<file path="config.mk">
export PLATFORM = sky130hd
export DESIGN_NAME = keyword_substitution_cipher
export DESIGN_NICKNAME = d
export VERILOG_FILES = /design/src/rtl/ksc_pkg.sv /design/src/rtl/keyword_substitution_cipher.sv
export SDC_FILE = /design/constraint.sdc
export NUM_CORES = 2
export LEC_CHECK = 0
export BUFFER_PORTS_ARGS = -buffer_cell sky130_fd_sc_hd__buf_2
export CORE_MARGIN = 2
export CORE_UTILIZATION = 60
export CTS_BUF_LIST = sky130_fd_sc_hd__clkbuf_16
export CTS_CLUSTER_DIAMETER = 30
export DETAILED_ROUTE_END_ITERATION = 8
export GPL_TIMING_DRIVEN = 0
export PLACE_DENSITY = 0.76
export SLEW_MARGIN = 20
export SYNTH_ARGS = -nofsm -noshare
export SYNTH_HDL_FRONTEND = slang
export SYNTH_SLANG_ARGS = --single-unit
</file>
<file path="constraint.sdc">
create_clock -name clock -period 11.43 [get_ports clock]
set_input_delay 1.7145 -clock clock [delete_from_list [all_inputs] [get_ports clock]]
set_output_delay 1.7145 -clock clock [all_outputs]
set_load 0.02 [all_outputs]
</file>
<file path="src/rtl/ksc_pkg.sv">
`timescale 1ns / 1ps
`default_nettype none

package ksc_pkg;

   // Size of the cipher alphabet and the width of the fill count that indexes it.
   localparam int unsigned TABLE_SIZE = 26;
   localparam int unsigned FILL_W     = 5;

   localparam logic [7:0] LETTER_A = 8'h61;
   localparam logic [7:0] LETTER_Z = 8'h7A;

   // Request codes carried in the req_type field.
   typedef enum logic [1:0] {
      REQ_CLEAR = 2'd0,
      REQ_KEY   = 2'd1,
      REQ_END   = 2'd2,
      REQ_TEXT  = 2'd3
   } req_code_type;

   typedef struct packed {
      logic [1:0] req_type;
      logic [7:0] in_byte;
   } req_payload_type;

   typedef struct packed {
      logic [7:0] out_byte;
      logic       not_ready;
   } rsp_payload_type;

endpackage : ksc_pkg

`default_nettype wire

</file>
<file path="src/rtl/keyword_substitution_cipher.sv">
`timescale 1ns / 1ps
`default_nettype none

// Channel    Direction  Handshake             Payload
// req_*      in         req_valid/req_stall   ksc_pkg::req_payload_type (req_type, in_byte)
// rsp_*      out        rsp_valid/rsp_stall   ksc_pkg::rsp_payload_type (out_byte, not_ready)
//
// Clear and text requests are handled in the idle state; a text request yields
// its response in the register at the next edge. A key byte is taken in the
// request cycle, which reads the slot memory, and the next cycle checks the
// byte and appends it to the alphabet.
// End of key starts a walk in which a single letter counter and seen compare
// walk the alphabet from z down to a; the walk stops early once the table
// holds 26 entries. No request is taken meanwhile.
// Reset (synchronous, active high) clears the fill count, the key-done flag and
// the response valid, and starts a pass that writes all 256 slot memory entries;
// the request channel stays stalled during that pass.
// A stalled response holds the request channel stalled until it is taken.

module keyword_substitution_cipher (
   input  wire                      clock,
   input  wire                      reset,
   input  wire                      req_valid,
   output logic                     req_stall,
   input  ksc_pkg::req_payload_type req_data,
   output logic                     rsp_valid,
   input  wire                      rsp_stall,
   output ksc_pkg::rsp_payload_type rsp_data
);
   import ksc_pkg::*;

   typedef enum logic [1:0] {
      ST_WIPE,
      ST_IDLE,
      ST_KEY,
      ST_FILL
   } state_type;

   state_type           state_ff, state_in;
   logic [FILL_W-1:0]   fill_ff, fill_in;
   logic                done_ff, done_in;
   logic [FILL_W-1:0]   letter_ff, letter_in;
   logic [7:0]          key_ff, key_in;
   logic [7:0]          wipe_ff, wipe_in;
   logic                rsp_valid_ff, rsp_valid_in;
   rsp_payload_type     rsp_data_ff, rsp_data_in;

   // The cipher alphabet has no reset: every entry read is written first.
   logic [7:0]          table_ff [TABLE_SIZE];
   logic                tbl_we;
   logic [FILL_W-1:0]   tbl_addr;
   logic [7:0]          tbl_wdata;

   // For each byte value, the table slot it was last appended to as a key byte. A
   // byte has been seen in the current key when its slot lies below the fill count
   // and that slot still holds the byte, so a clear only has to reset the count.
   logic [FILL_W-1:0]   slot_mem [256];
   logic                slot_we;
   logic [7:0]          slot_waddr;
   logic [FILL_W-1:0]   slot_wdata;
   logic [7:0]          seen_raddr;
   logic [FILL_W-1:0]   slot_rd_ff;
   logic [7:0]          seen_byte;
   logic                seen_hit;

   logic                req_accept;
   logic                fill_full;
   logic [7:0]          fill_letter;
   logic [FILL_W-1:0]   text_idx;
   logic                text_is_lower;

   assign req_stall  = (state_ff != ST_IDLE) || (rsp_valid_ff && rsp_stall);
   assign req_accept = req_valid && !req_stall;

   assign fill_full     = (fill_ff == FILL_W'(TABLE_SIZE));
   assign fill_letter   = LETTER_A + {3'b000, letter_ff};
   assign text_idx      = FILL_W'(req_data.in_byte - LETTER_A);
   assign text_is_lower = (req_data.in_byte >= LETTER_A) && (req_data.in_byte <= LETTER_Z);

   // The slot memory read is registered: the address is the byte that the next
   // cycle will check, either the incoming key byte or the next letter of the
   // walk.
   assign seen_raddr = (state_in == ST_FILL) ? (LETTER_A + {3'b000, letter_in})
                                             : req_data.in_byte;
   assign seen_byte  = (state_ff == ST_FILL) ? fill_letter : key_ff;
   assign seen_hit   = (slot_rd_ff < fill_ff) && (table_ff[slot_rd_ff] == seen_byte);

   always_comb begin
      state_in     = state_ff;
      fill_in      = fill_ff;
      done_in      = done_ff;
      letter_in    = letter_ff;
      key_in       = key_ff;
      wipe_in      = wipe_ff;
      rsp_valid_in = rsp_valid_ff && rsp_stall;
      rsp_data_in  = rsp_data_ff;
      tbl_we       = 1'b0;
      tbl_addr     = fill_ff;
      tbl_wdata    = key_ff;
      slot_we      = 1'b0;
      slot_waddr   = key_ff;
      slot_wdata   = fill_ff;

      case (state_ff)
         ST_WIPE: begin
            // Every slot memory entry gets a defined value after reset.
            slot_we    = 1'b1;
            slot_waddr = wipe_ff;
            slot_wdata = '1;
            if (wipe_ff == 8'hFF) begin
               state_in = ST_IDLE;
            end else begin
               wipe_in = wipe_ff + 1'b1;
            end
         end
         ST_IDLE: begin
            if (req_accept) begin
               case (req_code_type'(req_data.req_type))
                  REQ_CLEAR: begin
                     fill_in = '0;
                     done_in = 1'b0;
                  end
                  REQ_KEY: begin
                     // Bytes after end of key and bytes beyond a full table are
                     // dropped here; repeats are found in the next cycle.
                     if (!done_ff && !fill_full) begin
                        state_in = ST_KEY;
                        key_in   = req_data.in_byte;
                     end
                  end
                  REQ_END: begin
                     if (!done_ff) begin
                        state_in  = ST_FILL;
                        letter_in = FILL_W'(TABLE_SIZE - 1);
                     end
                  end
                  REQ_TEXT: begin
                     rsp_valid_in          = 1'b1;
                     rsp_data_in.not_ready = !done_ff;
                     if (done_ff && text_is_lower) begin
                        rsp_data_in.out_byte = table_ff[text_idx];
                     end else begin
                        rsp_data_in.out_byte = req_data.in_byte;
                     end
                  end
                  default: begin
                  end
               endcase
            end
         end
         ST_KEY: begin
            // A fresh byte takes the next slot and records where it went.
            if (!seen_hit) begin
               tbl_we  = 1'b1;
               slot_we = 1'b1;
               fill_in = fill_ff + 1'b1;
            end
            state_in = ST_IDLE;
         end
         ST_FILL: begin
            // One letter per cycle, from z down to a, into the free slots.
            if (fill_full) begin
               done_in  = 1'b1;
               state_in = ST_IDLE;
            end else begin
               if (!seen_hit) begin
                  tbl_we    = 1'b1;
                  tbl_wdata = fill_letter;
                  fill_in   = fill_ff + 1'b1;
               end
               if (letter_ff == '0) begin
                  done_in  = 1'b1;
                  state_in = ST_IDLE;
               end else begin
                  letter_in = letter_ff - 1'b1;
               end
            end
         end
         default: begin
            state_in = ST_IDLE;
         end
      endcase
   end

   always_ff @(posedge clock) begin
      if (reset) begin
         state_ff     <= ST_WIPE;
         fill_ff      <= '0;
         done_ff      <= 1'b0;
         letter_ff    <= '0;
         key_ff       <= '0;
         wipe_ff      <= '0;
         rsp_valid_ff <= 1'b0;
      end else begin
         state_ff     <= state_in;
         fill_ff      <= fill_in;
         done_ff      <= done_in;
         letter_ff    <= letter_in;
         key_ff       <= key_in;
         wipe_ff      <= wipe_in;
         rsp_valid_ff <= rsp_valid_in;
      end
      rsp_data_ff <= rsp_data_in;
   end

   always_ff @(posedge clock) begin
      if (tbl_we) begin
         table_ff[tbl_addr] <= tbl_wdata;
      end
   end

   always_ff @(posedge clock) begin
      if (slot_we) begin
         slot_mem[slot_waddr] <= slot_wdata;
      end
      slot_rd_ff <= slot_mem[seen_raddr];
   end

   assign rsp_valid = rsp_valid_ff;
   assign rsp_data  = rsp_data_ff;

   // The fill count never passes the size of the alphabet.
   a_fill_bound: assert property (@(posedge clock) disable iff (reset)
      fill_ff <= FILL_W'(TABLE_SIZE))
      else $error("fill count beyond table size");

   // Once the key is finished, every table entry has been written.
   a_done_full: assert property (@(posedge clock) disable iff (reset)
      done_ff |-> fill_full)
      else $error("key finished with free table slots");

   // Leaving the fill walk always marks the key as finished.
   a_walk_ends: assert property (@(posedge clock) disable iff (reset)
      (state_ff == ST_FILL) && (state_in == ST_IDLE) |=> done_ff)
      else $error("fill walk ended without finishing the key");

   // A text request taken before the key is finished is answered flagged.
   a_early_text: assert property (@(posedge clock) disable iff (reset)
      req_accept && (req_data.req_type == REQ_TEXT) && !done_ff
      |=> rsp_valid && rsp_data.not_ready)
      else $error("early text not flagged");

endmodule : keyword_substitution_cipher

`default_nettype wire

</file>
# Word-level counts from Yosys, hierarchy flattened
# Memories as Yosys holds them, arrays and structs flattened. A register that Yosys moved wholly into a read port is not among the register bits.
# Cells that the tools add are included.
[word_totals] wordCells=99 in_bits=14 register_bits=39 ram_bits=1488 out_inout_bits=11 n_memories=2
[op_classes] n_reduce_logical=20 n_addsub=6 eq_ne=15 bitwise=1 muxes=43 n_lt_le_gt_ge=3
[mem_list] name="slot_mem" depth=256 word_bits=5 read_ports=1 rd_ports_with_merged_regs=1 write_ports=1 line="keyword_substitution_cipher.sv:57" source="logic [FILL_W-1:0] slot_mem [256];"
[mem_list] name="table_ff" depth=26 word_bits=8 read_ports=2 rd_ports_with_merged_regs=0 write_ports=1 line="keyword_substitution_cipher.sv:49" source="logic [7:0] table_ff [TABLE_SIZE];"
[ops] op="$mux W8" n=7
[ops] op="$mux W5" n=10
[ops] op="$add A7 B5 Y8 const A" n=2
[ops] op="$pmux W5 S3" n=1
[ops] op="$mux W1" n=13
[ops] op="$mux W2" n=6
[ops] op="$reduce_and A4 Y1" n=3
[ops] op="$eq A2 B2 Y1 const B" n=5
[ops] op="$pmux W5 S2" n=1
[ops] op="$sub A5 B1 Y5 const B" n=2
[ops] op="$add A8 B1 Y8 const B" n=1
[ops] op="$eq A8 B8 Y1" n=1
[ops] op="$eq A8 B8 Y1 const B" n=1
[ops] op="$ge A8 B7 Y1 const B" n=1
[ops] op="$le A8 B7 Y1 const B" n=1
[ops] op="$pmux W2 S4" n=1
[ops] op="$logic_and A1 B1 Y1" n=6
[ops] op="$pmux W1 S2" n=3
[ops] op="$add A5 B1 Y5 const B" n=1
[ops] op="$eq A5 B5 Y1 const B" n=1
[ops] op="$logic_not A5 Y1" n=1
[ops] op="$lt A5 B5 Y1" n=1
[ops] op="$eq A2 B1 Y1 const B" n=2
[ops] op="$logic_not A2 Y1" n=2
[ops] op="other kinds (11)" n=15

# Depth between registers and ports, before layout
[logic_depth] word_depth=9 ltp_mapped=25 mapped_depth_nobuf=17

# Worst setup path before layout
# OpenSTA, ideal clock, no wires.
[synth_timing] kind="in2reg" from="input req_data[8] (netlist name)" to="register slot_rd_ff[3] (read register of slot_mem)" arrival_ns=5.173 cell_stages=23 setup_ns=0.124 t_required_ns=11.306 setup_slack_ns=6.132 path_cell_list="inv_1 ha_1 and3b_1 nand3_1 and3_1 nor2_1 ha_1 buf_1 and2_1 a32oi_1 or4b_1 buf_2 and2_1 buf_6 buf_6 buf_6 buf_2 nand2_1 nand3_1 a41oi_1 a21oi_1 a31oi_1 nand3_1"
[synth_via] elab_chain_len=6 word_cells_on_any_way=11
[synth_lines] element="start, declared" line="keyword_substitution_cipher.sv:25" source="input ksc_pkg::req_payload_type req_data,"
[synth_lines] element="$eq A2 B2 Y1" line="keyword_substitution_cipher.sv:118" source="case (req_code_type'(req_data.req_type))"
[synth_lines] element="$mux W5" line="keyword_substitution_cipher.sv:118"
[synth_lines] element="$mux W5" line="keyword_substitution_cipher.sv:117" source="if (req_accept) begin"
[synth_lines] element="$pmux W5 S2" line="keyword_substitution_cipher.sv:104" source="case (state_ff)"
[synth_lines] element="named net letter_in[0]" line="keyword_substitution_cipher.sv:42" source="logic [FILL_W-1:0] letter_ff, letter_in;"
[synth_lines] element="$add A7 B5 Y8" line="keyword_substitution_cipher.sv:83" source="assign seen_raddr = (state_in == ST_FILL) ? (LETTER_A + {3'b000, letter_in})"
[synth_lines] element="$mux W8" line="keyword_substitution_cipher.sv:83"
[synth_lines] element="end, declared" line="keyword_substitution_cipher.sv:62" source="logic [FILL_W-1:0] slot_rd_ff;"
# The timed path passes the listed nets, and every way through them passes these cells.
# A chain may end at the register's enable or synchronous reset.

# Worst setup path in the final report
[layout_timing] from="register fill_ff[0]" to="register slot_rd_ff[3] (read register of slot_mem)"
[layout_via] word_cells_on_any_way=13
[layout_lines] element="start, declared" line="keyword_substitution_cipher.sv:40" source="logic [FILL_W-1:0] fill_ff, fill_in;"
[layout_lines] element="start signal, assigned" line="keyword_substitution_cipher.sv:196" source="fill_ff <= fill_in;"
[layout_lines] element="$eq A5 B5 Y1" line="keyword_substitution_cipher.sv:75" source="assign fill_full = (fill_ff == FILL_W'(TABLE_SIZE));"
[layout_lines] element="$mux W5" line="keyword_substitution_cipher.sv:162" source="if (fill_full) begin"
[layout_lines] element="$pmux W5 S2" line="keyword_substitution_cipher.sv:104"
[layout_lines] element="named net letter_in[0]" line="keyword_substitution_cipher.sv:42"
[layout_lines] element="$add A7 B5 Y8" line="keyword_substitution_cipher.sv:83"
[layout_lines] element="$mux W8" line="keyword_substitution_cipher.sv:83"
# The timed path passes the listed nets, and every way through them passes these cells.

==> flow_metrics.py <==
metrics = {
    "run": {
        "max-cap-violations": 0,
    },
    "worst_setup_path": {
        "critPathArrivalTime_ns": 8.36,
        "cp-end-kind": "register",
        "required_ns": 12.16,
        "critPathKind": "register to register",
        "critPathLaunchType": "register",
        "critical_path.max_fanout": 10,
    },
    "min_path": {
        "hold_path_class": "register to register",
    },
    "clocking": {
        "cts-htree-levels": 5,
        "root_buffer": "clkbuf_16",
        "post_cts_resized": 0,
        "cts_tree": "built",
        "clkSinkCount": 1532,
        "clockBufferDepth": 4,
        "cts_setup_buffers": 0,
        "ctsHoldBuffers": 0,
        "numCtsBuffers": 288,
        "path_clk_slew_ns": 0.05,
        "clk_latency_ns": 0.92,
    },
    "timing": {
        "fin_tns_setup_ns": 0,
        "max_slew_margin_pct": 1.99,
        "final.setup_skew_ns": 0.0894,
        "finalCritPeriodShare_pct": 66.7,
        "hold_ws_ns": 0.585,
        "fin_crit_ns": 7.63,
        "rsz0062_at_grt": "false",
        "setup_viol": 0,
        "fmax_mhz": 131,
        "finalHoldViolations": 0,
        "drv_slew": 0,
        "worst_pin_slew_ns": 1.46,
    },
    "power_and_ir_drop": {
        "cellLeakagePower_nw": 26.0,
        "p_per_area_nw_per_um2": 200,
        "ir_worst_vdd_mv": 0.145,
    },
    "finish": {
        "drive_gt1_share_pct": 16.2,
        "layout_commonest_cell": "edfxtp_1",
        "fill_cells": 6563,
        "final_nets": 5024,
        "layout_common_cells": "edfxtp_1 (1497), nand2_1 (962), nor2_1 (372), nand3_1 (351), clkbuf_16 (295)",
        "areaGrowthSynthToFinish_pct": 18.9,
        "post-route-cell-area_sq_um": 76600,
        "regArea_sq_um": 45700,
        "multi_input_area_sq_um": 17300,
    },
    "global_routing": {
        "grt_first_pass_wirelength_mm": 309,
        "antenna_found_initial": 13,
        "track_usage_pct": 39.8,
        "grt_start_max_net_pins": 75,
        "grt_pass1_vias": 44600,
        "overflow": 0,
    },
    "die": {
        "core_area_sq_um": 107000,
        "die-width_um": 332,
        "io_pins": 25,
        "start_util_pct": 60.4,
        "die_h_um": 332,
        "num_rows": 120,
        "die_area_sq_um": 110000,
    },
    "route": {
        "finalWirelength_mm": 222,
        "drtPass1Iterations": 9,
        "viasPerCell": 7.04,
        "vias": 46500,
        "drc": 0,
        "wl_per_cell_um": 33.5,
        "ant_nets": 0,
        "drtIter0Drc": 9219,
    },
    "outcome": {
        "status": "finished clean",
    },
    "logic_synthesis": {
        "syn_inst": 4649,
        "synth_area_sq_um": 64400,
        "ys_warn_count": 0,
        "yosysSeqAreaShare_pct": 70.8,
        "synthesis.nets": 4683,
        "syn_area_per_cell_sq_um": 13.9,
        "async_flop_share_pct": 0,
        "yosys_register_bits": 1532,
        "ys.flop_type": "edfxtp_1",
        "yosysUniqueCellTypes": 81,
        "synth-edff-count": 1497,
    },
    "place": {
        "dpl_cell_area_sq_um": 67000,
        "io_buffers": 21,
        "gp_congestion": 1.06,
        "dp_hpwl_mm": 144,
    },
}
## synthesized netlist by cell type (26+ instances only)
cell / count / area, sq um
inv_1: 26 / 97.6
nor3_1: 48 / 240
o21ai_0: 30 / 150
a32oi_1: 61 / 534
and3_1: 92 / 576
a31oi_1: 67 / 419
buf_2: 99 / 495
a211oi_1: 55 / 413
nand2_1: 967 / 3630
mux2i_1: 152 / 1520
mux4_2: 134 / 3020
buf_1: 26 / 97.6
dfxtp_1: 35 / 701
a21oi_1: 83 / 415
clkbuf_1: 151 / 567
nor2_1: 372 / 1400
nand3_1: 351 / 1760
a311oi_1: 46 / 403
nand4_1: 34 / 213
edfxtp_1: 1497 / 45000
## worst max-delay path: stages (launching register included)
cell and delay, ns:
dfxtp_1 0.43, inv_1 0.17, ha_1 0.28, and4b_1 0.20
buf_1 0.18, nor4_2 0.81, nor2_1 0.13, ha_1 0.24
buf_1 0.19, and2_1 0.21, a32oi_1 0.18, or4b_1 0.44
buf_2 0.25, nand2_2 0.25, clkbuf_1 0.95, clkbuf_1 0.98
nand2_1 0.18, nand3_1 0.17, nand4_1 0.37, a21oi_1 0.32
nand3_1 0.19, nand3_1 0.39
## state kept, by name (all words and copies together), names as in the netlist
signal      count
slot_mem     1280
table_ff      208
rsp_data        9
key_ff          8
wipe_ff         8
fill_ff         5
letter_ff       5
slot_rd_ff      5
state_ff        2
done_ff         1
rsp_valid       1
## final cells by class
| class | instances | share of cell area (%) |
|---|---|---|
| inverters | 26 | 0.127 |
| well taps | 1403 | 2.29 |
| repair buffers | 51 | 0.909 |
| clock buffers | 295 | 9.63 |
| multi-input cells | 2782 | 22.6 |
| flip-flops and latches | 1532 | 59.6 |
| clock inverters | 200 | 2.84 |
| diodes | 9 | 0.0294 |
| plain buffers | 309 | 1.95 |
## cells by family after synthesis
group,synth area share [%]
simple gates,13.4
flops,70.8
compound gates,5.53
buf+inv,2.44
mux,7.12
xor+xnor,0.313
fa+ha+maj,0.388
## layer usage
layer | vias to the layer above | global-route usage, % | wire [um]
met5 | - | 0 | 230
met4 | 18 | 24.5 | 16100
met3 | 1026 | 17.3 | 37900
met2 | 4569 | 56.9 | 94700
met1 | 22500 | 50.3 | 72600
li1 | 18400 | - | -
## worst paths after layout
kind | startpoint | end | slack, ns | depth (start not counted)
hold reg to reg | fill_ff[0] | fill_ff[0] | 0.58 | 2
hold / removal | fill_ff[0] | fill_ff[0] | 0.58 | 2
setup reg to reg | fill_ff[0] | slot_rd_ff[3] | 3.80 | 21
setup / recovery | fill_ff[0] | slot_rd_ff[3] | 3.80 | 21
## power by group
part           total (mW)  switching, mW  internal (mW)
registers            6.09        0.00482           6.09
logic               0.849          0.601          0.248
clock network        8.41           2.88           5.53
## stage by stage
stage | util (%) | total power, mW | cells | worst slack (ns)
floorplan | - | 6.65 | 4649 | 6.13
global placement | 62.1 | 6.96 | 6073 | 2.11
detailed placement | 62.8 | 6.98 | 6102 | 3.72
CTS | 71.7 | 15.2 | 6597 | 4.42
global route | 71.8 | 15.6 | 6598 | 4.11
finish | 71.8 | 15.3 | 6607 | 3.80
Note: power is estimated with default switching activity, not from simulation.
